===== src/rtl/mm_pkg.sv =====
// Shared types and constants for the MDIO management master.
// Used by every module of the block; depends on nothing.
package mm_pkg;

   localparam logic [1:0] MODE_TICK   = 2'd0;
   localparam logic [1:0] MODE_WRITE  = 2'd1;
   localparam logic [1:0] MODE_READ   = 2'd2;
   localparam logic [1:0] MODE_STATUS = 2'd3;

   localparam logic REG_HALF_PERIOD = 1'b0;
   localparam logic REG_ENABLE      = 1'b1;

   localparam logic [15:0] HALF_PERIOD_RESET = 16'd48;
   localparam logic [1:0]  OPCODE_READ       = 2'b10;
   localparam logic [4:0]  READ_RELEASE_BIT  = 5'd14;

   typedef struct packed {
      logic [1:0]  mode;
      logic [31:0] management_word;
      logic        mdio_in;
   } req_type;

   typedef struct packed {
      logic [31:0] read_data;
      logic        phy_idle;
      logic        mdc;
      logic        mdio_out;
      logic        mdio_oe;
   } rsp_type;

   typedef struct packed {
      logic [15:0] mdc_half_period;
      logic        mdio_enable;
   } cfg_type;

endpackage


===== src/rtl/mm_csr.sv =====
// APB-style configuration registers of the MDIO management master.
// Depends on mm_pkg for the register indexes and the configuration struct.
module mm_csr (
   input  logic              clock,
   input  logic              reset,
   input  logic              psel,
   input  logic              penable,
   input  logic              pwrite,
   input  logic [2:0]        paddr,
   input  logic [31:0]       pwdata,
   output logic [31:0]       prdata,
   output logic              pready,
   output mm_pkg::cfg_type   cfg
);

   logic [15:0] half_period_ff;
   logic [15:0] half_period_in;
   logic        enable_ff;
   logic        enable_in;
   logic        write_en;

   assign pready   = 1'b1;
   assign write_en = psel && penable && pwrite;

   always_comb begin
      half_period_in = half_period_ff;
      enable_in      = enable_ff;
      if (write_en) begin
         if (paddr[2] == mm_pkg::REG_HALF_PERIOD) begin
            half_period_in = pwdata[15:0];
         end else begin
            enable_in = pwdata[0];
         end
      end
   end

   always_ff @(posedge clock) begin
      if (reset) begin
         half_period_ff <= mm_pkg::HALF_PERIOD_RESET;
         enable_ff      <= 1'b0;
      end else begin
         half_period_ff <= half_period_in;
         enable_ff      <= enable_in;
      end
   end

   always_comb begin
      if (paddr[2] == mm_pkg::REG_HALF_PERIOD) begin
         prdata = {16'd0, half_period_ff};
      end else begin
         prdata = {31'd0, enable_ff};
      end
   end

   assign cfg.mdc_half_period = half_period_ff;
   assign cfg.mdio_enable     = enable_ff;

endmodule


===== src/rtl/mm_core.sv =====
// Frame state of the MDIO master: divider, shifter, bit counter and read capture.
// Updates on each accepted item and forms its result; depends on mm_pkg.
module mm_core #(
   parameter int PREAMBLE_BITS = 32
) (
   input  logic              clock,
   input  logic              reset,
   input  logic              accept,
   input  mm_pkg::req_type   req,
   input  mm_pkg::cfg_type   cfg,
   output mm_pkg::rsp_type   rsp
);

   localparam logic [6:0] PRE_C   = 7'(PREAMBLE_BITS);
   localparam logic [6:0] FRAME_C = 7'(PREAMBLE_BITS + 32);

   logic [31:0] mgmt_ff, mgmt_in;
   logic [31:0] shift_ff, shift_in;
   logic [6:0]  bc_ff, bc_in;
   logic [15:0] div_ff, div_in;
   logic        mdc_ff, mdc_in;
   logic        busy_ff, busy_in;
   logic        read_ff, read_in;

   always_comb begin
      logic [15:0] div_inc;
      logic [15:0] hp;
      logic [6:0]  k;
      logic [6:0]  kn;
      logic [6:0]  bc_inc;
      logic [31:0] rd;
      logic        drv;
      logic        oe;

      mgmt_in  = mgmt_ff;
      shift_in = shift_ff;
      bc_in    = bc_ff;
      div_in   = div_ff;
      mdc_in   = mdc_ff;
      busy_in  = busy_ff;
      read_in  = read_ff;
      rd       = 32'd0;
      drv      = 1'b0;
      oe       = 1'b0;
      div_inc  = div_ff + 16'd1;
      hp       = (cfg.mdc_half_period == 16'd0) ? 16'd1 : cfg.mdc_half_period;
      k        = bc_ff - PRE_C;
      bc_inc   = bc_ff + 7'd1;

      if (accept) begin
         case (req.mode)
            mm_pkg::MODE_TICK: begin
               if (div_inc >= hp) begin
                  div_in = 16'd0;
                  mdc_in = ~mdc_ff;
                  if (!mdc_ff) begin
                     if (busy_ff && read_ff && bc_ff >= PRE_C && k inside {[16:31]}) begin
                        mgmt_in[5'd31 - k[4:0]] = req.mdio_in;
                     end
                  end else if (busy_ff) begin
                     if (bc_ff >= PRE_C) begin
                        shift_in = {shift_ff[30:0], 1'b0};
                     end
                     if (bc_inc >= FRAME_C) begin
                        busy_in = 1'b0;
                        bc_in   = 7'd0;
                     end else begin
                        bc_in = bc_inc;
                     end
                  end
               end else begin
                  div_in = div_inc;
               end
            end
            mm_pkg::MODE_WRITE: begin
               if (cfg.mdio_enable && !busy_ff) begin
                  mgmt_in  = req.management_word;
                  shift_in = req.management_word;
                  bc_in    = 7'd0;
                  div_in   = 16'd0;
                  mdc_in   = 1'b0;
                  busy_in  = 1'b1;
                  read_in  = (req.management_word[29:28] == mm_pkg::OPCODE_READ);
               end
            end
            mm_pkg::MODE_READ: begin
               rd = mgmt_ff;
            end
            default: begin
               rd = {31'd0, ~busy_ff};
            end
         endcase
      end

      kn = bc_in - PRE_C;
      if (busy_in) begin
         if (bc_in < PRE_C) begin
            drv = 1'b1;
            oe  = 1'b1;
         end else if (!(read_in && kn >= {2'b00, mm_pkg::READ_RELEASE_BIT})) begin
            drv = shift_in[31];
            oe  = 1'b1;
         end
      end

      rsp.read_data = rd;
      rsp.phy_idle  = ~busy_in;
      rsp.mdc       = mdc_in;
      rsp.mdio_out  = drv;
      rsp.mdio_oe   = oe;
   end

   always_ff @(posedge clock) begin
      if (reset) begin
         mgmt_ff  <= 32'd0;
         shift_ff <= 32'd0;
         bc_ff    <= 7'd0;
         div_ff   <= 16'd0;
         mdc_ff   <= 1'b0;
         busy_ff  <= 1'b0;
         read_ff  <= 1'b0;
      end else begin
         mgmt_ff  <= mgmt_in;
         shift_ff <= shift_in;
         bc_ff    <= bc_in;
         div_ff   <= div_in;
         mdc_ff   <= mdc_in;
         busy_ff  <= busy_in;
         read_ff  <= read_in;
      end
   end

endmodule


===== src/rtl/mm_skid.sv =====
// Result register with a skid stage for the MDIO management master.
// Holds results while the receiver stalls; depends on mm_pkg for the result struct.
module mm_skid (
   input  logic              clock,
   input  logic              reset,
   input  logic              in_valid,
   output logic              in_stall,
   input  mm_pkg::rsp_type   in_data,
   output logic              out_valid,
   input  logic              out_stall,
   output mm_pkg::rsp_type   out_data
);

   mm_pkg::rsp_type out_ff, out_in;
   mm_pkg::rsp_type skid_ff, skid_in;
   logic            out_valid_ff, out_valid_in;
   logic            skid_valid_ff, skid_valid_in;
   logic            accept;
   logic            take;

   assign in_stall  = skid_valid_ff;
   assign accept    = in_valid && !skid_valid_ff;
   assign take      = out_valid_ff && !out_stall;
   assign out_valid = out_valid_ff;
   assign out_data  = out_ff;

   always_comb begin
      out_in        = out_ff;
      out_valid_in  = out_valid_ff;
      skid_in       = skid_ff;
      skid_valid_in = skid_valid_ff;
      if (!out_valid_ff || take) begin
         if (skid_valid_ff) begin
            out_in        = skid_ff;
            out_valid_in  = 1'b1;
            skid_valid_in = 1'b0;
         end else begin
            out_in       = in_data;
            out_valid_in = accept;
         end
      end else if (accept) begin
         skid_in       = in_data;
         skid_valid_in = 1'b1;
      end
   end

   always_ff @(posedge clock) begin
      if (reset) begin
         out_valid_ff  <= 1'b0;
         skid_valid_ff <= 1'b0;
      end else begin
         out_valid_ff  <= out_valid_in;
         skid_valid_ff <= skid_valid_in;
      end
   end

   always_ff @(posedge clock) begin
      out_ff  <= out_in;
      skid_ff <= skid_in;
   end

endmodule


===== src/rtl/mdio_management_master.sv =====
// Top level of the MDIO clause-22 management master.
// Instantiates mm_csr, mm_core and mm_skid; depends on mm_pkg.
//
// Each input item on the req_ channel is a clock tick, a write or read of the
// management word, or a status read. An item is taken when req_valid is high
// and req_stall is low, and exactly one result item follows on the rsp_
// channel, carrying read data, the idle flag and the MDC and MDIO line levels
// as they stand after the item.
// One item is accepted in every cycle in which req_stall is low; the frame
// state updates in a single pass of logic set by the 16-bit divider add and
// compare. A result register and a one-entry skid stage sit on the output, so
// an item is still accepted while a result waits; req_stall rises only when
// both are full and falls once the receiver takes a result. Reset clears the
// frame state, the divider and both output entries, sets the half period to
// 48 ticks and disables the port. The user must write the half period and
// enable registers over the APB-style port only while the block is idle; the
// block itself does not enforce this.
module mdio_management_master #(
   parameter int PREAMBLE_BITS = 32
) (
   input  logic              clock,
   input  logic              reset,
   input  logic              req_valid,
   output logic              req_stall,
   input  mm_pkg::req_type   req_payload,
   output logic              rsp_valid,
   input  logic              rsp_stall,
   output mm_pkg::rsp_type   rsp_payload,
   input  logic              psel,
   input  logic              penable,
   input  logic              pwrite,
   input  logic [2:0]        paddr,
   input  logic [31:0]       pwdata,
   output logic [31:0]       prdata,
   output logic              pready
);

   mm_pkg::cfg_type cfg;
   mm_pkg::rsp_type core_rsp;
   logic            accept;

   assign accept = req_valid && !req_stall;

   mm_csr u_csr (
      .clock   (clock),
      .reset   (reset),
      .psel    (psel),
      .penable (penable),
      .pwrite  (pwrite),
      .paddr   (paddr),
      .pwdata  (pwdata),
      .prdata  (prdata),
      .pready  (pready),
      .cfg     (cfg)
   );

   mm_core #(
      .PREAMBLE_BITS (PREAMBLE_BITS)
   ) u_core (
      .clock  (clock),
      .reset  (reset),
      .accept (accept),
      .req    (req_payload),
      .cfg    (cfg),
      .rsp    (core_rsp)
   );

   mm_skid u_skid (
      .clock     (clock),
      .reset     (reset),
      .in_valid  (req_valid),
      .in_stall  (req_stall),
      .in_data   (core_rsp),
      .out_valid (rsp_valid),
      .out_stall (rsp_stall),
      .out_data  (rsp_payload)
   );

endmodule


===== config.mk =====
export PLATFORM = sky130hd
export DESIGN_NAME = mdio_management_master
export DESIGN_NICKNAME = d
export VERILOG_FILES = /design/src/rtl/mm_pkg.sv /design/src/rtl/mm_csr.sv /design/src/rtl/mm_core.sv /design/src/rtl/mm_skid.sv /design/src/rtl/mdio_management_master.sv
export SDC_FILE = /design/constraint.sdc
export NUM_CORES = 1
export LEC_CHECK = 0
export BUFFER_PORTS_ARGS = -buffer_cell sky130_fd_sc_hd__buf_4
export CAP_MARGIN = 0
export CELL_PAD_IN_SITES_DETAIL_PLACEMENT = 0
export CELL_PAD_IN_SITES_GLOBAL_PLACEMENT = 1
export CORE_AREA = 2 2 173 175
export DETAILED_ROUTE_END_ITERATION = 6
export DIE_AREA = 0 0 175 177
export HOLD_SLACK_MARGIN = 0.12
export PLACE_DENSITY = 0.68
export SYNTH_ARGS = -nofsm -noshare
export SYNTH_HDL_FRONTEND = slang
export SYNTH_SLANG_ARGS = --single-unit

===== constraint.sdc =====
create_clock -name clock -period 6.6 [get_ports clock]
set_input_delay 0.33 -clock clock [delete_from_list [all_inputs] [get_ports clock]]
set_output_delay 0.33 -clock clock [all_outputs]
set_load 0.005 [all_outputs]

# Yosys cells after proc, flatten, opt, wreduce, memory -nomap -nowiden
# Cells that the tools add are included.
# W data, S select, Z words.
# op_classes
add_sub_neg,5
multipliers,0
n_div,0
order_cmp,9
eq_ne,10
n_shift,0
mux,51
bitwise_logic,5
n_reduce_logical,27
# ops
operator,count
$mux W32,11
$pmux W32 S2,3
$mux W16,4
$mux W7,6
$mux W36,1
$bwmux W32,1
$pmux W16 S2,1
$mux W1,20
$add A16 B1 Y16 const B,1
$ge A16 B16 Y1,1
$logic_not A16 Y1,1
$pmux W7 S2,1
$sub A7 B6 Y7 const B,2
$ne A2 B1 Y1 const B,6
$logic_and A1 B1 Y1,11
$add A7 B1 Y7 const B,1
$ge A7 B4 Y1 const B,1
$ge A7 B5 Y1 const B,1
$ge A7 B6 Y1 const B,1
$ge A7 B7 Y1 const B,1
$le A7 B5 Y1 const B,1
$lt A7 B6 Y1 const B,1
$reduce_and A7 Y1,1
$lt A5 B6 Y1 const B,1
16 further kinds,28
# word_totals
register_bits,181
latch_bits,0
ram_bits,0
rom_bits,0
output_inout_bits,71
wordCells,129
mem_count,0

# Longest topological paths before layout
# depth
word_depth,15
mapped_depth,21

# By module
# A second synthesis with hierarchy kept.
# unflattened
hier_cells,903
area_unflattened_um2,9019.9
# modules_own_cells
mod,instances,cells_each,area_each_um2
mm_core,1,672,5237.5
mm_skid,1,119,2738.9
mm_csr,1,111,1029.7
mdio_management_master,1,1,13.8

# Least setup slack after synthesis
# OpenSTA, ideal clock, no wires.
# synth_path
path_kind,flip-flop to flip-flop
from,reg u_core.div_ff[2]
to,"reg u_skid.out_ff, in the netlist u_skid.out_data[0], data pin"
setup_time_ns,0.260
arrival_ns,4.228
setup_slack_ns,2.112
stages_incl_launch_ff,22
n_path_buf,0
synth_period_minus_slack_ns,4.488
cell_sequence,dfxtp_1 and3_1 and3_1 and3_1 and3_1 and3_1 and3_1 xor2_1 ha_1 and4_4 o2111ai_2 o32a_4 a21oi_4 o21ai_1 a21oi_1 inv_1 ha_1 nor2_1 a21boi_1 a41o_1 a21oi_2 mux2_2
# synth_rtl
item,line,source
from (decl),mm_core.sv:20,"logic [15:0] div_ff, div_in;"
from (signal assigned),mm_core.sv:126,div_ff <= div_in;
to (signal assigned),mm_skid.sv:58,out_ff <= out_in;
to (decl),mm_skid.sv:14,"mm_pkg::rsp_type out_ff, out_in;"

==> impl_results.md <==
* CTS tree: done
* Final core utilization at 35.43%
* CP Data Required Time at 6.79 ns
* Largest family of logic cells by synthesized area: compound AO/OA/AOI/OAI gates
* Final setup viols at 0
* Sw Share at 26.21%
* Commonest non-fill, non-tap cell in the layout: buf_4
* Worst-Skew Late Latency at 0.44 ns
* H-Tree Depth at 4
* Slowest stage delay, CP at approximately 0.42 ns
* Power Density at roughly 230 nW/um^2
* Critical path destination: u_skid.out_data[0]
* Yosys warns at 0
* Clock-pin slew on the worst setup and hold paths at 0.07 ns
* Crit-path max FO at 8
* Levels on crit path at 21
* Most frequent cells in the layout: buf_4, dfxtp_1, nor2_1
* Pins Over Slew Limit at 0
* Placed insts at 1350
* WP buf/inv at 1
* Ys flop type: dfxtp_1
* Clock sinks at between 150 and 200
* Initial Utilization at 29.55%
* Final instance area at slightly above 10000 sq um
* Longest Clk Path Bufs at 2
* Routed wire length at 22100 um
* #FFs+latches synth at 181
* Period minus WS final at 5.070 ns
* Tcrit/Tclk final at 76.81%
* Post-DP Area at 9743 sq um
* N_diodes at 0
* Worst hold margin at 0.1425 ns
* Setup TNS at 0 ns
* Gr usage total at 14.42%
* Clk pwr share at 42.5%
* Synth Cell Area at 8642 sq um
* Reg2Reg Depth at 21
* Logic pwr share at 7.3%
* Layout area overhead at 19.88%
* Clock Skew at 0.01350 ns
* DRT Pass-1 Iters at 5
* Congestion Overflow GR at 0
* Core footprint at 29240 sq um
* Cells after Synth at 900
* IO Pins at 148
* Fillcell total at 2951
* Final count of hold timing violations at 0
* Nets at 1084
* Fraction of synthesized area in multiplexers at 0.8687%
* Fin worst setup slack at roughly 1.5 ns
* Post-synthesis sequential area ratio at approximately half
* Worst Path Arrival at 5.26 ns
* CTS Root Cell: clkbuf_16
* Number of global-route vias before repair at 6380
* R2R Path End: u_skid.out_data[0]
* First-pass GRT wire length at about 35000 um
* Post-CTS setup buffers at 0
* Peak supply drop at approximately 0.17 mV
* Non-filler cells, final at roughly 1400
* Synth Area in XOR/XNOR at 1.520%
* Net Switching at about 0.63 mW
* DRT iter0 DRCs at between 500 and 600
* Setup slack at placement at ~1.6 ns
* Slew @ Worst Pin at between 1 and 1.5 ns
* Largest net degree at the start of global routing at 99
* CP max stage cell: dfxtp_1
* Initial antenna violation count at 0
* CP most frequent cell: and3_1
* Num CTS Buffers at 17
* Drc violations at 0
* EDFF count, synth at 72
* Flop pwr share at between 50% and 60%
* Kind of critical path: flip-flop to flip-flop
* Synth Area in Compound Gates at 19.43%
* Unique masters post-synth at 63
* CTS hold repair buffers at 2
* DPL Wire Length at between 15000 and 20000 um
* Vias per inst at 4.931
* Num rows at 63
* Leakage at ~4.1 nW
* Synth Area in Simple Gates at around 19%
* Adder-cell share of the synthesized area at 3.764%
* Die area at 30980 sq um
* Via count at ~7000
* Chip width at 175 um
* Startpoint types: flip-flop
* Total power at roughly 2.4 mW
* Max Fclk at 0.1972 GHz
* RSZ-0062 raised after global routing: false
* Post-DRT Antenna Nets at 0
* Internal at 1.779 mW
* Reg2reg setup slack at 1.53 ns
* Reg-to-reg startpoint: u_core.div_ff[2]
* Post-CTS resize count at 0
* Async SR Flop Fraction at 0%
* Relative slew slack at 17.48%
* Wire per inst at 15.97 um
* Fraction of layout instances using a drive strength above 1 at 18.31%
* Mean Syn Cell Area at 9.602 sq um
* Crit-path cells: and3_1 > and3_1 > and3_1 > and3_1 > and3_1 > and3_1 > xor2_1 > ha_1 > and4_4 > o2111ai_2 > o32a_4 > a21oi_4 > o21ai_1 > a21oi_1 > inv_1 > ha_1 > nor2_1 > a21boi_1 > a41o_1 > a21oi_2 > mux2_2
* GP Congestion at 0.8436
* Port bufs at 112
* CP Capture Type: flip-flop
* CP startpoint: u_core.div_ff[2]
* Die Span Y at 177 um
* Outcome: finished clean
* Hold WC Path Type: primary input to flip-flop
* Maxcap violations at 0
* Kind of cell adding the most delay to the critical path: simple AND/OR/NAND/NOR gates
[cells by family (layout without fill, tap and decap cells)]
| group | Yosys count | after routing |
|---|---|---|
| simple gates | 329 | 329 |
| compound gates | 238 | 238 |
| flops | 181 | 181 |
| buf+inv | 102 | 181 |
| fa+ha+maj | 26 | 26 |
| xor+xnor | 15 | 15 |
| mux | 7 | 7 |
| other cells | 2 | 17 |
[cell type report]
cell class	instances	area [sq um]	area share (%)
Sequential cell	181	4344	41.93
Multi-Input combinational cell	632	3901	37.66
Clock inverter	14	167.7	1.618
Clock buffer	18	429.2	4.143
Tap cell	390	488.0	4.710
Timing Repair Buffer	124	935.9	9.034
Inverter	25	93.84	0.9058
[power by group through the flow]
stage	Clock [mW]	Combinational [mW]	Sequential, mW
floorplan	0	0.0982	1.23
global placement	0	0.176	1.23
detailed placement	0	0.177	1.24
CTS	1.05	0.179	1.21
global route	1.10	0.195	1.21
finish	1.03	0.177	1.21
[worst min-delay path, cell delays in order]
cell,delay [ns]
buf_4,0.09
mux2i_1,0.05
nor2_1,0.07
[Yosys cell counts, drive strengths merged, types with 4 or more instances]
master,n,area [sq um]
ha,26,325.3
nor2b,9,56.30
clkbuf,46,172.7
a22oi,37,277.8
or2,4,25.02
a21oi,57,304.0
a21o,34,255.2
and3,11,68.82
nand2b,7,51.30
nor2,100,394.1
a211oi,49,372.9
nor3b,5,37.54
nor3,20,100.1
dfxtp,109,2182
xor2,9,78.83
nand3,12,60.06
nand2,88,330.3
and2,35,219.0
inv,25,93.84
nand4,5,31.28
o21ai,18,93.84
nor4,20,125.1
edfxtp,72,2162
buf,31,211.4
o22ai,16,100.1
nand3b,7,52.55
a41o,4,40.04
xnor2,6,52.55
mux2,4,45.04
[how the worst min path moves through the flow]
| stage | start | endpoint | cells after the start |
|---|---|---|---|
| detailed placement | u_core.shift_ff[0] | u_core.shift_ff[0] | 2 |
| floorplan | u_core.mgmt_ff[31] | u_core.mgmt_ff[31] | 2 |
| finish | pwdata[0] | u_csr.enable_ff | 3 |
| CTS | pwdata[0] | u_csr.enable_ff | 3 |
| global route | pwdata[14] | u_csr.half_period_ff[14] | 3 |
| global placement | u_core.shift_ff[0] | u_core.shift_ff[0] | 2 |
[sequential cells by signal, indices dropped and copies added (netlist names)]
signal	flops
u_skid.out_data	36
u_skid.skid_ff	36
u_core.mgmt_ff	32
u_core.shift_ff	32
u_core.div_ff	16
u_csr.half_period_ff	16
u_core.bc_ff	7
u_core.busy_ff	1
u_core.mdc_ff	1
u_core.read_ff	1
u_csr.enable_ff	1
u_skid.in_stall	1
u_skid.out_valid	1
[per-layer routing]
| metal | wire (um) | global-route usage (%) | vias to the layer above |
|---|---|---|---|
| li1 | - | - | 3379 |
| met1 | 10410 | 19.41 | 3240 |
| met2 | 10280 | 23.22 | 181 |
| met3 | 995 | 2.814 | 25 |
| met4 | 418 | 4.861 | 0 |
| met5 | 0 | 0 | - |
Power figures use the tool's default switching activity.
